<file path="config.mk">
export PLATFORM = sky130hd
export DESIGN_NAME = one_wire_bus_master_top
export DESIGN_NICKNAME = d
export VERILOG_FILES = /design/src/rtl/owb_pkg.sv /design/src/rtl/one_wire_bus_master_top.sv /design/src/rtl/owb_core.sv
export SDC_FILE = /design/constraint.sdc
export NUM_CORES = 1
export LEC_CHECK = 0
export ABC_AREA = 1
export BUFFER_PORTS_ARGS = -buffer_cell sky130_fd_sc_hd__buf_2
export CORE_MARGIN = 4
export CORE_UTILIZATION = 60
export DETAILED_ROUTE_END_ITERATION = 8
export GPL_TIMING_DRIVEN = 0
export PLACE_DENSITY = 0.76
export SYNTH_ARGS = -nofsm -noshare
export SYNTH_HDL_FRONTEND = slang
export SYNTH_SLANG_ARGS = --single-unit
</file>
<file path="constraint.sdc">
create_clock -name clk_i -period 2.9 [get_ports clk_i]
set_clock_uncertainty 0.05 [all_clocks]
set_input_delay 0.145 -clock clk_i [delete_from_list [all_inputs] [get_ports clk_i]]
set_output_delay 0.145 -clock clk_i [all_outputs]
set_load 0.1 [all_outputs]
</file>
<file path="src/rtl/owb_pkg.sv">
`default_nettype none

package owb_pkg;

  localparam int unsigned TimeWidth = 10;
  localparam int unsigned NumRegs   = 8;
  localparam int unsigned RegIdxW   = 3;
  localparam int unsigned ZeroRecoveryUsDefault = 6;

  typedef logic [TimeWidth-1:0] timing_t;
  typedef timing_t [NumRegs-1:0] timing_regs_t;

  typedef enum logic [1:0] {
    ActTick  = 2'd0,
    ActReset = 2'd1,
    ActWrite = 2'd2,
    ActRead  = 2'd3
  } action_e;

  localparam logic [RegIdxW-1:0] RegResetLow     = 3'd0;
  localparam logic [RegIdxW-1:0] RegPresenceWait = 3'd1;
  localparam logic [RegIdxW-1:0] RegPresenceTail = 3'd2;
  localparam logic [RegIdxW-1:0] RegZeroLow      = 3'd3;
  localparam logic [RegIdxW-1:0] RegOneLow       = 3'd4;
  localparam logic [RegIdxW-1:0] RegReadLow      = 3'd5;
  localparam logic [RegIdxW-1:0] RegReadSample   = 3'd6;
  localparam logic [RegIdxW-1:0] RegSlotTail     = 3'd7;

  localparam timing_regs_t TimingDefaults = '{
    7: timing_t'(56),
    6: timing_t'(12),
    5: timing_t'(6),
    4: timing_t'(12),
    3: timing_t'(60),
    2: timing_t'(430),
    1: timing_t'(60),
    0: timing_t'(550)
  };

  localparam logic [7:0] CrcPoly = 8'h8C;

  typedef struct packed {
    logic       rejected;
    logic [7:0] crc_value;
    logic [7:0] read_data;
    logic       presence;
    logic       done_res;
    logic       busy_res;
    logic       line_low;
  } result_t;

  function automatic timing_t dur(timing_t t);
    return (t == '0) ? timing_t'(1) : t;
  endfunction

  function automatic logic [7:0] crc_absorb(logic [7:0] crc, logic b);
    logic [7:0] shifted;
    shifted = crc >> 1;
    return (b ^ crc[0]) ? (shifted ^ CrcPoly) : shifted;
  endfunction

endpackage

`default_nettype wire

</file>
<file path="src/rtl/one_wire_bus_master_top.sv">
// The result word for an input word is registered and appears in the next cycle.
// Throughput: one word per cycle unless the output stalls; one bus step per word.
// The input is taken whenever the output register is empty or being drained.
// Reset: asynchronous, active low; bus state idle, CRC/presence/read byte zero,
// timing registers back to their default values.
`default_nettype none

module one_wire_bus_master_top #(
  parameter int unsigned ZERO_RECOVERY_US = owb_pkg::ZeroRecoveryUsDefault
) (
  input  wire logic                        clk_i,
  input  wire logic                        rst_ni,
  input  wire logic                        s_axis_tvalid,
  output logic                             s_axis_tready,
  // [7:0] write_data, [8] bus_level, [15:9] zero
  input  wire logic [15:0]                 s_axis_tdata,
  // [1:0] action
  input  wire logic [1:0]                  s_axis_tuser,
  output logic                             m_axis_tvalid,
  input  wire logic                        m_axis_tready,
  // [0] line_low, [1] busy_res, [2] done_res, [3] presence,
  // [11:4] read_data, [19:12] crc_value, [20] rejected, [23:21] zero
  output logic [23:0]                      m_axis_tdata,
  input  wire logic                        cfg_we_i,
  input  wire logic [owb_pkg::RegIdxW-1:0] cfg_idx_i,
  input  wire owb_pkg::timing_t            cfg_wdata_i
);
  import owb_pkg::*;

  timing_regs_t timing_q;
  result_t      result;
  result_t      out_q;
  logic         out_valid_q;
  logic         in_fire;

  always_ff @(posedge clk_i or negedge rst_ni) begin
    if (!rst_ni) begin
      timing_q <= TimingDefaults;
    end else if (cfg_we_i) begin
      timing_q[cfg_idx_i] <= cfg_wdata_i;
    end
  end

  assign s_axis_tready = !out_valid_q || m_axis_tready;
  assign in_fire       = s_axis_tvalid && s_axis_tready;

  owb_core #(
    .ZERO_RECOVERY_US(ZERO_RECOVERY_US)
  ) u_core (
    .clk_i        (clk_i),
    .rst_ni       (rst_ni),
    .step_i       (in_fire),
    .action_i     (action_e'(s_axis_tuser)),
    .write_data_i (s_axis_tdata[7:0]),
    .bus_level_i  (s_axis_tdata[8]),
    .timing_i     (timing_q),
    .result_o     (result)
  );

  always_ff @(posedge clk_i or negedge rst_ni) begin
    if (!rst_ni) begin
      out_valid_q <= 1'b0;
    end else if (s_axis_tready) begin
      out_valid_q <= s_axis_tvalid;
    end
  end

  always_ff @(posedge clk_i) begin
    if (in_fire) begin
      out_q <= result;
    end
  end

  assign m_axis_tvalid = out_valid_q;
  assign m_axis_tdata  = {3'b000, out_q};

`ifndef SYNTHESIS
  a_rej_busy: assert property (@(posedge clk_i) disable iff (!rst_ni)
    out_valid_q && out_q.rejected |-> out_q.busy_res)
    else $error("rejected command without a running operation");

  a_done_idle: assert property (@(posedge clk_i) disable iff (!rst_ni)
    out_valid_q && out_q.done_res |-> !out_q.busy_res && !out_q.line_low)
    else $error("finished operation still busy");

  a_low_busy: assert property (@(posedge clk_i) disable iff (!rst_ni)
    out_valid_q && out_q.line_low |-> out_q.busy_res)
    else $error("line driven low while idle");

  a_fire_valid: assert property (@(posedge clk_i) disable iff (!rst_ni)
    in_fire |=> out_valid_q)
    else $error("accepted word produced no result");
`endif

endmodule

`default_nettype wire

</file>
<file path="src/rtl/owb_core.sv">
`default_nettype none

module owb_core #(
  parameter int unsigned ZERO_RECOVERY_US = owb_pkg::ZeroRecoveryUsDefault
) (
  input  wire logic                 clk_i,
  input  wire logic                 rst_ni,
  input  wire logic                 step_i,
  input  wire owb_pkg::action_e     action_i,
  input  wire logic [7:0]           write_data_i,
  input  wire logic                 bus_level_i,
  input  wire owb_pkg::timing_regs_t timing_i,
  output owb_pkg::result_t          result_o
);
  import owb_pkg::*;

  typedef enum logic [8:0] {
    PhIdle    = 9'b000000001,
    PhRstLow  = 9'b000000010,
    PhRstWait = 9'b000000100,
    PhRstTail = 9'b000001000,
    PhWLow    = 9'b000010000,
    PhWRec    = 9'b000100000,
    PhRLow    = 9'b001000000,
    PhRWait   = 9'b010000000,
    PhRTail   = 9'b100000000
  } phase_e;

  localparam timing_t ZeroRec = timing_t'(ZERO_RECOVERY_US);

  phase_e     phase_q, phase_d;
  timing_t    time_q, time_d;
  logic [2:0] bit_q, bit_d;
  logic [7:0] shift_q, shift_d;
  logic [7:0] crc_q, crc_d;
  logic       pres_q, pres_d;
  logic [7:0] rdata_q, rdata_d;
  logic       done, rej, finish;

  always_comb begin
    phase_d = phase_q;
    time_d  = time_q;
    bit_d   = bit_q;
    shift_d = shift_q;
    crc_d   = crc_q;
    pres_d  = pres_q;
    rdata_d = rdata_q;
    done    = 1'b0;
    rej     = 1'b0;
    finish  = 1'b0;
    if (action_i != ActTick) begin
      if (phase_q != PhIdle) begin
        rej = 1'b1;
      end else begin
        unique case (action_i)
          ActReset: begin
            crc_d   = '0;
            pres_d  = 1'b0;
            phase_d = PhRstLow;
            time_d  = dur(timing_i[RegResetLow]);
          end
          ActWrite: begin
            shift_d = write_data_i;
            bit_d   = '0;
            phase_d = PhWLow;
            time_d  = dur(write_data_i[0] ? timing_i[RegOneLow] : timing_i[RegZeroLow]);
          end
          default: begin
            shift_d = '0;
            bit_d   = '0;
            phase_d = PhRLow;
            time_d  = dur(timing_i[RegReadLow]);
          end
        endcase
      end
    end else if (phase_q != PhIdle) begin
      time_d = time_q - timing_t'(1);
      if (time_d == '0) begin
        unique case (phase_q)
          PhRstLow: begin
            phase_d = PhRstWait;
            time_d  = dur(timing_i[RegPresenceWait]);
          end
          PhRstWait: begin
            pres_d  = ~bus_level_i;
            phase_d = PhRstTail;
            time_d  = dur(timing_i[RegPresenceTail]);
          end
          PhWLow: begin
            phase_d = PhWRec;
            time_d  = dur(shift_q[0] ? timing_i[RegSlotTail] : ZeroRec);
          end
          PhWRec: begin
            shift_d = shift_q >> 1;
            if (bit_q == 3'd7) begin
              finish = 1'b1;
            end else begin
              bit_d   = bit_q + 3'd1;
              phase_d = PhWLow;
              time_d  = dur(shift_q[1] ? timing_i[RegOneLow] : timing_i[RegZeroLow]);
            end
          end
          PhRLow: begin
            phase_d = PhRWait;
            time_d  = dur(timing_i[RegReadSample]);
          end
          PhRWait: begin
            shift_d = {bus_level_i, shift_q[7:1]};
            crc_d   = crc_absorb(crc_q, bus_level_i);
            phase_d = PhRTail;
            time_d  = dur(timing_i[RegSlotTail]);
          end
          PhRTail: begin
            if (bit_q == 3'd7) begin
              rdata_d = shift_q;
              finish  = 1'b1;
            end else begin
              bit_d   = bit_q + 3'd1;
              phase_d = PhRLow;
              time_d  = dur(timing_i[RegReadLow]);
            end
          end
          default: begin
            finish = 1'b1;
          end
        endcase
        if (finish) begin
          phase_d = PhIdle;
          time_d  = '0;
          bit_d   = '0;
          done    = 1'b1;
        end
      end
    end
  end

  always_ff @(posedge clk_i or negedge rst_ni) begin
    if (!rst_ni) begin
      phase_q <= PhIdle;
      time_q  <= '0;
      bit_q   <= '0;
      shift_q <= '0;
      crc_q   <= '0;
      pres_q  <= 1'b0;
      rdata_q <= '0;
    end else if (step_i) begin
      phase_q <= phase_d;
      time_q  <= time_d;
      bit_q   <= bit_d;
      shift_q <= shift_d;
      crc_q   <= crc_d;
      pres_q  <= pres_d;
      rdata_q <= rdata_d;
    end
  end

  always_comb begin
    result_o.line_low  = (phase_d == PhRstLow) || (phase_d == PhWLow) || (phase_d == PhRLow);
    result_o.busy_res  = (phase_d != PhIdle);
    result_o.done_res  = done;
    result_o.presence  = pres_d;
    result_o.read_data = rdata_d;
    result_o.crc_value = crc_d;
    result_o.rejected  = rej;
  end

endmodule

`default_nettype wire
</file>
==> results.md, run 1 <==
- Status: complete, no violations
- Sum Neg Setup Slack: 0 ps
- Hold Vio Cnt, Final: 0
- Share of cells above drive strength 1: 16.03%
- CTS tree: built
- Yosys cell types: 51
- First-pass GRT wire length: 38850 microns
- Placement Rows: 42
- Final Non-Filler Cells: 1336
- Yosys top cell area share: 30.49%
- Longest Clk Path Bufs: 2
- Area of the multi-input gates: 3651 sq um
- Seq/Total Area, Yosys: 47.14%
- Worst path max stage delay: 410 ps
- Post-DRT Antenna Nets: 0
- Tot Pwr: 8.184 mW
- Most frequent cells in the layout: 273 x nand2_1, 163 x o21ai_0, 135 x inv_1
- Core area: 13300 sq um
- DR iter-0 viols: 790
- Crit path buf inv count: 1
- Starting density of the core: 61.73%
- Routed vias: 7799
- Area contributors post-synth: dfrtp_1 30%, nand2_1 13%, o21ai_0 9.9%, dfstp_2 9.0%, edfxtp_1 7.7%
- Placed instance count: 1289
- Worst-Skew Late Latency: 430 ps
- HP Class: in2reg
- Pin count of the biggest net entering global routing: 100
- Commonest non-fill, non-tap cell in the layout: nand2_1
- Gr usage total: 31.07%
- Die width: 125.0 microns
- Worst-path clk slew: 60 ps
- Ant diodes: 0
- Slowest cell on crit path: dfrtp_1
- Worst Setup Start Kind: flop
- Critical path type: reg2reg
- LEAKAGE: 4.409 nW
- Yosys warns: 0
- Vias/cell: 5.838
- Layout fillers: 1086
- Routed wire per std cell: 17.92 microns
- Delay-heaviest family, CP: simple AND/OR/NAND/NOR gates
- Worst-margin pin slew: 1228 ps
- Syn Inst Count: 1059
- CTS H-tree depth: 4
- Worst Path Required: 3030 ps
- Rel. slew slack: 18.13%
- Dpl hpwl: 16970 microns
- Port Buffer Count: 51
- Cell area after synthesis: 8207 sq um
- Worst Path Max Fanout: 5
- Max-cap violations: 0
- Register area: 3870 sq um
- Cell taking the most area after synthesis: dfrtp_1
- DRC: 0
- TritonCTS Buffers: 17
- Synth-to-layout area growth: 16.18%
- WP data arrival: 2880 ps
- Minimum clock period after layout: 2747 ps
- Post-route cell area: 9534 sq um
- Final setup violating endpoints: 0
- Nets: 1190
- GR Overflow Total: 0
- Unrepaired setup endpoints after global routing: yes
- Final slew viol count: 0
- TritonCTS sink count: 149
- Vias in the first global route: 7532
- Die area: 15610 sq um
- CP endpoint kind: flop
- DRT Wirelength: 23940 microns
- Gp weighted congestion: 0.9719
- Root Buffer: clkbuf_16
- Pre-antenna DRT Iters: 7
- Avg Cell Area, Syn: 7.749 sq um
- Die Ht: 125.0 microns
- I/O pins: 62
- CP most frequent cell: nand2_1
- CP Cell Sequence: inv_1 -> ha_2 -> nand2_1 -> o21ai_0 -> nand2_1 -> nor2_1 -> nand3_1 -> nor2_4 -> nand2_1 -> nand2_1 -> nand2_1 -> nand2_1 -> nor2_1 -> nand2_1 -> nand2_1 -> nor2_1 -> nor2_1
- Initial antenna violation count: 0
- #FFs+latches synth: 149
- Max Fclk: 364.0 MHz
- Power per standard cell area: 858.4 nW/um^2
- Maximum VDD drop: 0.4781 mV
- Final worst-path cycle share: 94.73%
- Post-DP Area: 8733 sq um
-- cell usage after synthesis (all sizes together) --
| master | number |
|---|---|
| a211oi | 1 |
| a21o | 1 |
| a21oi | 26 |
| a221oi | 5 |
| a22oi | 5 |
| a31o | 2 |
| a31oi | 1 |
| a32o | 1 |
| buf | 13 |
| clkbuf | 31 |
| clkinv | 1 |
| conb | 1 |
| dfrtp | 100 |
| dfstp | 28 |
| edfxtp | 21 |
| ha | 7 |
| inv | 143 |
| nand2 | 288 |
| nand3 | 41 |
| nand4 | 14 |
| nor2 | 78 |
| nor3 | 13 |
| nor4 | 15 |
| o2111ai | 1 |
| o211ai | 11 |
| o21a | 1 |
| o21ai | 175 |
| o21bai | 1 |
| o221ai | 4 |
| o22a | 1 |
| o22ai | 12 |
| o2bb2ai | 1 |
| o31ai | 10 |
| o32ai | 1 |
| or2 | 1 |
| xnor2 | 2 |
| xor2 | 2 |
-- report_power, final --
part | internal, mW | leakage (nW) | switching, mW
Combinational | 0.782 | 2.34 | 1.98
Sequential | 2.68 | 1.77 | 0.415
Clock | 1.42 | 0.303 | 0.898
Total | 4.89 | 4.41 | 3.30
-- through the flow --
step	util (%)	setup slack, ps	hold slack (ps)
floorplan	-	32.76	-200.6
global route	71.71	-58.89	35.36
finish	71.71	152.9	13.71
global placement	65.43	-342.1	319.2
CTS	71.29	74.40	8.783
detailed placement	65.69	-14.43	-7.127
-- timing repair --
item,in CTS,in global routing
setup buffers,2,2
gates resized for setup,3,10
endpoints found under the setup margin,6,29
endpoints found under the hold margin,114,0
pin swaps,1,2
hold buffers,10,0
cloned,0,1
-- sequential cells by signal, indices dropped and copies added, names as in the netlist --
name and count:
m_axis_tvalid 1, m_axis_tdata 21, u_core.shift_q 8, u_core.crc_q 8, u_core.rdata_q 8, u_core.phase_q 9, u_core.pres_q 1, u_core.time_q 10
timing_q 80, u_core.bit_q 3
-- layout make-up --
class,instances,share of cell area [%]
Timing Repair Buffer,66,4.396
Clock buffer,22,5.328
Inverter,144,5.696
Clock inverter,10,1.194
Buffer,44,2.192
Tap cell,176,2.310
Multi-Input combinational cell,725,38.29
Sequential cell,149,40.59
-- worst register-to-register path: cells and delay by family, from the launching register on --
family / cells / cell delay, ps
AOI/OAI and AO/OA: 1 / 160
buffers and inverters: 1 / 120
and+or+nand+nor: 14 / 1530
DFF: 1 / 410
adders and majority gates: 1 / 230
-- logic make-up after synthesis --
group	share of synthesized area [%]
AOI/OAI and AO/OA	18.13
and+or+nand+nor	24.13
buffers and inverters	9.056
other	0.04569
adders and majority gates	1.067
xor gates and xnor gates	0.4270
DFF	47.14
-- worst paths after layout --
check / from / cells past startpoint / slack (ps) / end
worst max-delay path: u_core.time_q[1] / 17 / 150 / m_axis_tdata[0]
min in group asynchronous: rst_ni / 2 / 100 / u_core.rdata_q[6]
worst max register to register: u_core.time_q[1] / 17 / 150 / m_axis_tdata[0]
worst min-delay path: s_axis_tdata[5] / 5 / 10 / u_core.shift_q[5]
worst min register to register: u_core.crc_q[3] / 2 / 430 / u_core.crc_q[3]
max in group asynchronous: rst_ni / 3 / 1880 / m_axis_tvalid
-- layer usage --
layer / wire length (microns) / vias to the layer above / GRT usage, % / part of all wire (%)
met5: 0 / - / 0 / 0
met4: 817 / 0 / 13.52 / 3.4
met3: 1698 / 71 / 5.757 / 7.1
met2: 11300 / 366 / 49.05 / 47
met1: 10130 / 3670 / 42.42 / 42
li1: - / 3692 / - / -
(Power assumes the default switching activity.)
==> run 2: changes to the inputs <==
- GPL_ROUTABILITY_DRIVEN: not set -> 0
- MAX_ROUTING_LAYER: not set -> met4
==> run 2 against run 1 <==
Against the previous run:
- sequential share of layout area rose by 0.31 points
- global-route usage rose by 0.22 points
- highest routed layer unchanged
- hold slack barely moved
- non-clock buffer count fell by 2
- routed wire length fell by 3.0%
- clock power fell by 9.1%
- clock-buffer cell count rose by 1
- die area did not move
- first-iteration DRC count rose by 18%
- design area fell by 0.76%
- critical endpoint is now m_axis_tdata[1]
- critical path type unchanged
==> results.md, run 2 (synthesized netlist as in run 1, its figures left out) <==
- Status: complete, no violations (unchanged)
- Initial antenna violation count: 0 (unchanged)
- Net switching power: 3.263 mW (was 3.296 mW)
- Area of the multi-input gates: 3657 sq um (was 3651 sq um)
- Commonest non-fill, non-tap cell in the layout: nand2_1 (unchanged)
- Placement Rows: 42 (unchanged)
- Pin count of the biggest net entering global routing: 87 (was 100)
- DRT Wirelength: 23230 microns (was 23940 microns)
- DRC: 0 (unchanged)
- Port Buffer Count: 51 (unchanged)
- Longest Clk Path Bufs: 2 (unchanged)
- Core area: 13300 sq um (unchanged)
- Max-cap violations: 0 (unchanged)
- Final slew viol count: 0 (unchanged)
- Sw Share: 40.88% (was 40.27%)
- Critical path type: reg2reg (unchanged)
- Worst-margin pin slew: 1237 ps (was 1228 ps)
- Clock share of power: 26.4% (was 28.4%)
- CTS tree: built (unchanged)
- Largest reg by FF count: timing_q (unchanged)
- Pre-antenna DRT Iters: 6 (was 7)
- WHS Path Cells: 5 (unchanged)
- Routed vias: 7811 (was 7799)
- Vias/cell: 5.860 (was 5.838)
- Ant diodes: 0 (unchanged)
- Flop2flop setup slack: 150 ps (about the same)
- Worst setup margin: 154.9 ps (was 152.9 ps)
- Die Ht: 125.0 microns (unchanged)
- Reg2Reg Depth: 12 (was 17)
- WP data arrival: 2860 ps (was 2880 ps)
- Worst Path Required: 3020 ps (was 3030 ps)
- HP Class: in2reg (unchanged)
- Final setup violating endpoints: 0 (unchanged)
- Die area: 15610 sq um (unchanged)
- Max FFs per register: 80 (unchanged)
- DR iter-0 viols: 934 (was 790)
- Worst setup startpoint: u_core.time_q[1] (unchanged)
- Most frequent cells in the layout: 273 x nand2_1, 163 x o21ai_0, 135 x inv_1 (unchanged)
- LEAKAGE: 4.376 nW (was 4.409 nW)
- Root Buffer: clkbuf_16 (unchanged)
- CTS H-tree depth: 4 (unchanged)
- Starting density of the core: 61.73% (unchanged)
- CP endpoint kind: flop (unchanged)
- Layout fillers: 1107 (was 1086)
- Comb power frac: 34.7% (was 33.8%)
- Worst-Skew Late Latency: 440 ps (was 430 ps)
- Min-Delay Startpoint: s_axis_tdata[4] (was s_axis_tdata[5])
- Dpl hpwl: 16570 microns (was 16970 microns)
- Synth-to-layout area growth: 15.29% (was 16.18%)
- Tot Pwr: 7.980 mW (was 8.184 mW)
- Share of cells above drive strength 1: 15.90% (was 16.03%)
- Worst Path Max Fanout: 4 (was 5)
- Hold endpoint: u_core.shift_q[4] (was u_core.shift_q[5])
- Register area: 3870 sq um (unchanged)
- GR Overflow Total: 0 (unchanged)
- Final worst-path cycle share: 94.66% (was 94.73%)
- TritonCTS Buffers: 17 (unchanged)
- Maximum VDD drop: 0.4627 mV (was 0.4781 mV)
- RR Startpoint: u_core.time_q[1] (unchanged)
- Sequential share of power: 38.9% (was 37.9%)
- TritonCTS sink count: 149 (unchanged)
- R2r endpoint: m_axis_tdata[1] (was m_axis_tdata[0])
- Hold Vio Cnt, Final: 0 (unchanged)
- Pint: 4.717 mW (was 4.888 mW)
- Pre-CTS setup slack: -24.69 ps (was -14.43 ps)
- Die width: 125.0 microns (unchanged)
- Worst Setup Start Kind: flop (unchanged)
- Worst-path clk slew: 60 ps (about the same)
- Rel. slew slack: 17.53% (was 18.13%)
- Gr usage total: 31.28% (was 31.07%)
- First-pass GRT wire length: 37970 microns (was 38850 microns)
- Vias in the first global route: 7299 (was 7532)
- Max Fclk: 364.3 MHz (was 364.0 MHz)
- I/O pins: 62 (unchanged)
- Nets: 1187 (was 1190)
- Minimum clock period after layout: 2745 ps (was 2747 ps)
- Routed wire per std cell: 17.43 microns (was 17.92 microns)
- Power per standard cell area: 843.4 nW/um^2 (was 858.4 nW/um^2)
- Post-DRT Antenna Nets: 0 (unchanged)
==> run 2: cell count changes in the layout (fill, tap and decap cells not counted), moves of 2 or more <==
cell,delta
nor2_2,+2
clkbuf_16,-3
clkinv_2,+2
clkbuf_8,+3
nor2_1,-3
inv_6,-2
==> run 2: repair_timing <==
action	in CTS	in global routing
endpoints found under the hold margin	51	0
setup buffers	1	2
gates resized for setup	2	14
pin swaps	1	4
hold buffers	10	0
setup endpoints to repair	5	39
==> run 2: worst max path at each step <==
stage / end / cells past startpoint
after floorplan: m_axis_tdata[0] / 5
after global placement: m_axis_tvalid / 1
after detailed placement: m_axis_tdata[1] / 16
after CTS: u_core.crc_q[5] / 15
after global routing: u_core.crc_q[5] / 14
final: m_axis_tdata[1] / 12
==> run 2: layer usage <==
layer,routed length [microns],global-route usage [%],up-vias
li1,-,-,3685
met4,778,11.93,0
met5,0,-,-
met2,10820,48.57,373
met3,1814,4.947,69
met1,9819,41.92,3684
==> run 2: final cells by class <==
class	count	area share [%]
Tap cell	176	2.327
Sequential cell	149	40.90
Clock buffer	23	5.052
Inverter	144	5.739
Multi-Input combinational cell	724	38.65
Clock inverter	9	0.8199
Timing Repair Buffer	65	4.351
Buffer	43	2.156
==> run 2: power by group through the flow <==
stage	registers (mW)	logic [mW]	clock network (mW)
global route	3.16	3.07	2.22
finish	3.10	2.77	2.11
detailed placement	3.10	2.63	0
CTS	3.08	2.66	2.12
floorplan	3.29	1.71	0
global placement	3.09	2.57	0
==> run 2: metrics by stage <==
stage	setup TNS [ps]	cell area (sq um)	cells	hold slack, ps	util [%]
final	0	9462	1333	13.73	71.17
after global placement	-7303	8700	1288	315.8	65.43
after detailed placement	-24.69	8733	1289	45.13	65.69
after global routing	-193.8	9462	1333	38.83	71.17
after CTS	0	9404	1332	1.373	70.73
after floorplan	0	8224	1061	-200.6	-
==> run 2: critical path, cell delays in order, from the launching register on <==
cell     delay (ps)
dfrtp_1         390
inv_1           110
ha_4            190
xnor2_1         260
nand2_1         150
nor2_4          170
nand4_1         170
nor2_4          160
nand4_4         130
a22oi_1         380
inv_1           100
a21oi_1         140
nand3_1          80
==> run 3: changes to the inputs <==
- ABC_CLOCK_PERIOD_IN_PS: not set -> 2900
- PLACE_DENSITY: 0.76 -> 0.75
- SYNTH_HIERARCHICAL: not set -> 1
==> run 3 against run 2 <==
Against the previous run:
- combinational power is 22% lower
- critical endpoint is now m_axis_tdata[0]
- register-to-register slack worse by 30 ps
- synthesized cell count is 9.6% higher
- clock power is 6% higher
- highest routed layer unchanged
- non-clock buffer count is 6 lower
- die area is 4.3% higher
- setup slack worse by 33 ps
- critical path depth is 4 higher
- maximum frequency is 1.2% lower
==> results.md, run 3 <==
- Final worst-path cycle share: 95.80% (was 94.66%)
- LEAKAGE: 4.711 nW (was 4.376 nW)
- Die width: 127.6 microns (was 125.0 microns)
- Routed wire per std cell: 17.34 microns (was 17.43 microns)
- Longest Clk Path Bufs: 2 (unchanged)
- Final setup violating endpoints: 0 (unchanged)
- First-pass GRT wire length: 39550 microns (was 37970 microns)
- Core area: 13930 sq um (was 13300 sq um)
- Synth-to-layout area growth: 14.54% (was 15.29%)
- Slowest cell on crit path: dfrtp_1 (unchanged)
- WP data arrival: 2910 ps (was 2860 ps)
- Worst Path Required: 3040 ps (was 3020 ps)
- WHS: 16.69 ps (was 13.73 ps)
- Yosys cell types: 52 (was 51)
- Area of the multi-input gates: 4061 sq um (was 3657 sq um)
- Rel. slew slack: 50.35% (was 17.53%)
- Yosys top cell area share: 29.16% (was 30.49%)
- Syn Inst Count: 1161 (was 1059)
- Worst path max stage delay: 430 ps (was 390 ps)
- Worst-margin pin slew: 743.1 ps (was 1237 ps)
- CTS H-tree depth: 4 (unchanged)
- Count leader, synth: nand2_1 (unchanged)
- Commonest cells in the netlist: 388 x nand2_1, 119 x inv_1, 110 x nand3_1 (was 275 x nand2_1, 163 x o21ai_0, 136 x inv_1)
- Routed vias: 8268 (was 7811)
- I/O pins: 62 (unchanged)
- Max Fclk: 360.0 MHz (was 364.3 MHz)
- Post-route cell area: 9829 sq um (was 9462 sq um)
- Port Buffer Count: 41 (was 51)
- Most frequent cells in the layout: 387 x nand2_1, 119 x inv_1, 110 x nand3_1 (was 273 x nand2_1, 163 x o21ai_0, 135 x inv_1)
- Starting density of the core: 61.59% (was 61.73%)
- Sum Neg Setup Slack: 0 ps (unchanged)
- Post-DP Area: 9057 sq um (was 8733 sq um)
- Area contributors post-synth: dfrtp_1 29%, nand2_1 17%, dfstp_2 8.6%, edfxtp_1 7.3%, nand3_1 6.4% (was dfrtp_1 30%, nand2_1 13%, o21ai_0 9.9%, dfstp_2 9.0%, edfxtp_1 7.7%)
- Placement Rows: 43 (was 42)
- Gr usage total: 32.09% (was 31.28%)
- Minimum clock period after layout: 2778 ps (was 2745 ps)
- CTS tree: built (unchanged)
- Pre-antenna DRT Iters: 5 (was 6)
- Max FFs per register: 80 (unchanged)
- Flop2flop setup slack: 120 ps (was 150 ps)
- DRC: 0 (unchanged)
- Avg Cell Area, Syn: 7.392 sq um (was 7.749 sq um)
- TritonCTS sink count: 149 (unchanged)
- Initial antenna violation count: 0 (unchanged)
- Worst setup margin: 121.9 ps (was 154.9 ps)
- Layer with the highest usage: met2 (unchanged)
- Layout fillers: 1181 (was 1107)
- Vias/cell: 5.790 (was 5.860)
- Dpl hpwl: 17880 microns (was 16570 microns)
- Yosys warns: 6 (was 0)
- GR Util met1: 40.32% (was 41.92%)
- Nets: 1280 (was 1187)
- TritonCTS Buffers: 17 (unchanged)
- Cell taking the most area after synthesis: dfrtp_1 (unchanged)
- Seq/Total Area, Yosys: 45.08% (was 47.14%)
- Worst-path clk slew: 60 ps (about the same)
- Grt met3 use: 6.731% (was 4.947%)
- Finished Core Util: 70.54% (was 71.17%)
- Cell area after synthesis: 8582 sq um (was 8207 sq um)
- DR iter-0 viols: 878 (was 934)
- Grt met2 use: 49.95% (was 48.57%)
- Worst-Skew Late Latency: 440 ps (about the same)
- Ant diodes: 0 (unchanged)
- Hold Vio Cnt, Final: 0 (unchanged)
- Commonest non-fill, non-tap cell in the layout: nand2_1 (unchanged)
- CP endpoint kind: flop (unchanged)
- Worst Setup Start Kind: flop (unchanged)
- Share of cells above drive strength 1: 16.83% (was 15.90%)
- Status: complete, no violations (unchanged)
- Worst Path Max Fanout: 8 (was 4)
- GR Overflow Total: 0 (unchanged)
- Final slew viol count: 0 (unchanged)
- Ys flop type: dfrtp_1 (unchanged)
- CP most frequent cell: nand2_1
- Post-synth EDFFs: 21 (unchanged)
- Pre-CTS setup slack: -655.4 ps (was -24.69 ps)
- Post-DRT Antenna Nets: 0 (unchanged)
- Async SR Flop Fraction: 85.91% (unchanged)
- Maximum VDD drop: 0.5282 mV (was 0.4627 mV)
- Pin count of the biggest net entering global routing: 93 (was 87)
- HP Class: in2reg (unchanged)
- Final Non-Filler Cells: 1428 (was 1333)
- Crit path buf inv count: 2 (unchanged)
- Root Buffer: clkbuf_16 (unchanged)
- Register area: 3869 sq um (was 3870 sq um)
- Largest reg by FF count: timing_q (unchanged)
- Critical path type: reg2reg (unchanged)
- DRT Wirelength: 24760 microns (was 23230 microns)
- Power per standard cell area: 749.3 nW/um^2 (was 843.4 nW/um^2)
- Tot Pwr: 7.365 mW (was 7.980 mW)
- Delay-heaviest family, CP: simple AND/OR/NAND/NOR gates (unchanged)
- Placed instance count: 1385 (was 1289)
- Die area: 16280 sq um (was 15610 sq um)
- #FFs+latches synth: 149 (unchanged)
- CP Cell Sequence: nor2_1 -> nand2_1 -> inv_1 -> nand2_2 -> nor2_4 -> inv_1 -> nor2_2 -> nand3_1 -> nand2_1 -> nand2_1 -> nand2_1 -> nor2_1 -> nand2_1 -> nand2_1 -> nand2_1 -> nor2_1 (was inv_1 -> ha_4 -> xnor2_1 -> nand2_1 -> nor2_4 -> nand4_1 -> nor2_4 -> nand4_4 -> a22oi_1 -> inv_1 -> a21oi_1 -> nand3_1)
- Vias in the first global route: 7762 (was 7299)
- Max-cap violations: 0 (unchanged)
- Die Ht: 127.6 microns (was 125.0 microns)
[run 3: cell count changes in the layout (fill, tap and decap cells not counted), sizes merged, moves of 6 or more]
cell         change
inv             -18
a21oi           +12
o21ai           -74
nand2          +121
dlygate4sd3      -6
o22ai            -8
o31ai            -7
nand3           +70
[run 3: routing by layer]
layer	up-vias	share of wire, %
met5	-	0
met4	0	5.2
met3	87	7.8
met2	397	46
met1	3842	41
li1	3942	-
[run 3: cell type report]
class / count / area share [%]
plain buffers: 49 / 2.584
clock buffers: 23 / 5.295
clock inverters: 9 / 0.8910
inverters: 126 / 4.888
multi-input cells: 839 / 41.32
flip-flops and latches: 149 / 39.36
well taps: 180 / 2.291
repair buffers: 53 / 3.373
[run 3: logic make-up after synthesis]
logic type      synth area share, %
compound gates                11.75
xor+xnor                     0.4083
fa+ha+maj                     1.312
buf+inv                       8.427
flops                         45.08
mux                          0.1166
other cells                 0.04370
simple gates                  32.86
[run 3: final timing paths]
kind	from	cells past startpoint	endpoint
max in group asynchronous	rst_ni	3	timing_q[65]
max reg2reg	u_core/phase_q[3]	16	m_axis_tdata[0]
max	u_core/phase_q[3]	16	m_axis_tdata[0]
min reg2reg	timing_q[12]	2	timing_q[12]
min	s_axis_tdata[2]	5	u_core/shift_q[2]
min in group asynchronous	rst_ni	2	u_core/crc_q[4]
[run 3: timing repair]
item	4_1_cts	5_1_grt
setup endpoints to repair	18	28
buffers inserted	0	7
hold endpoints to repair	38	0
hold buffers	4	0
gates resized for setup	2	20
pin swaps	0	2
[run 3: tightest hold or removal path: cells and delay by family]
| family | cells | cell delay, ps |
|---|---|---|
| and+or+nand+nor | 2 | 110 |
| AOI/OAI and AO/OA | 2 | 130 |
| buffers and inverters | 1 | 70 |
[run 3: report_power, final]
group	internal [mW]	total (mW)	switching, mW
Clock	1.35	2.24	0.884
Combinational	0.622	2.17	1.55
Sequential	2.60	2.96	0.360
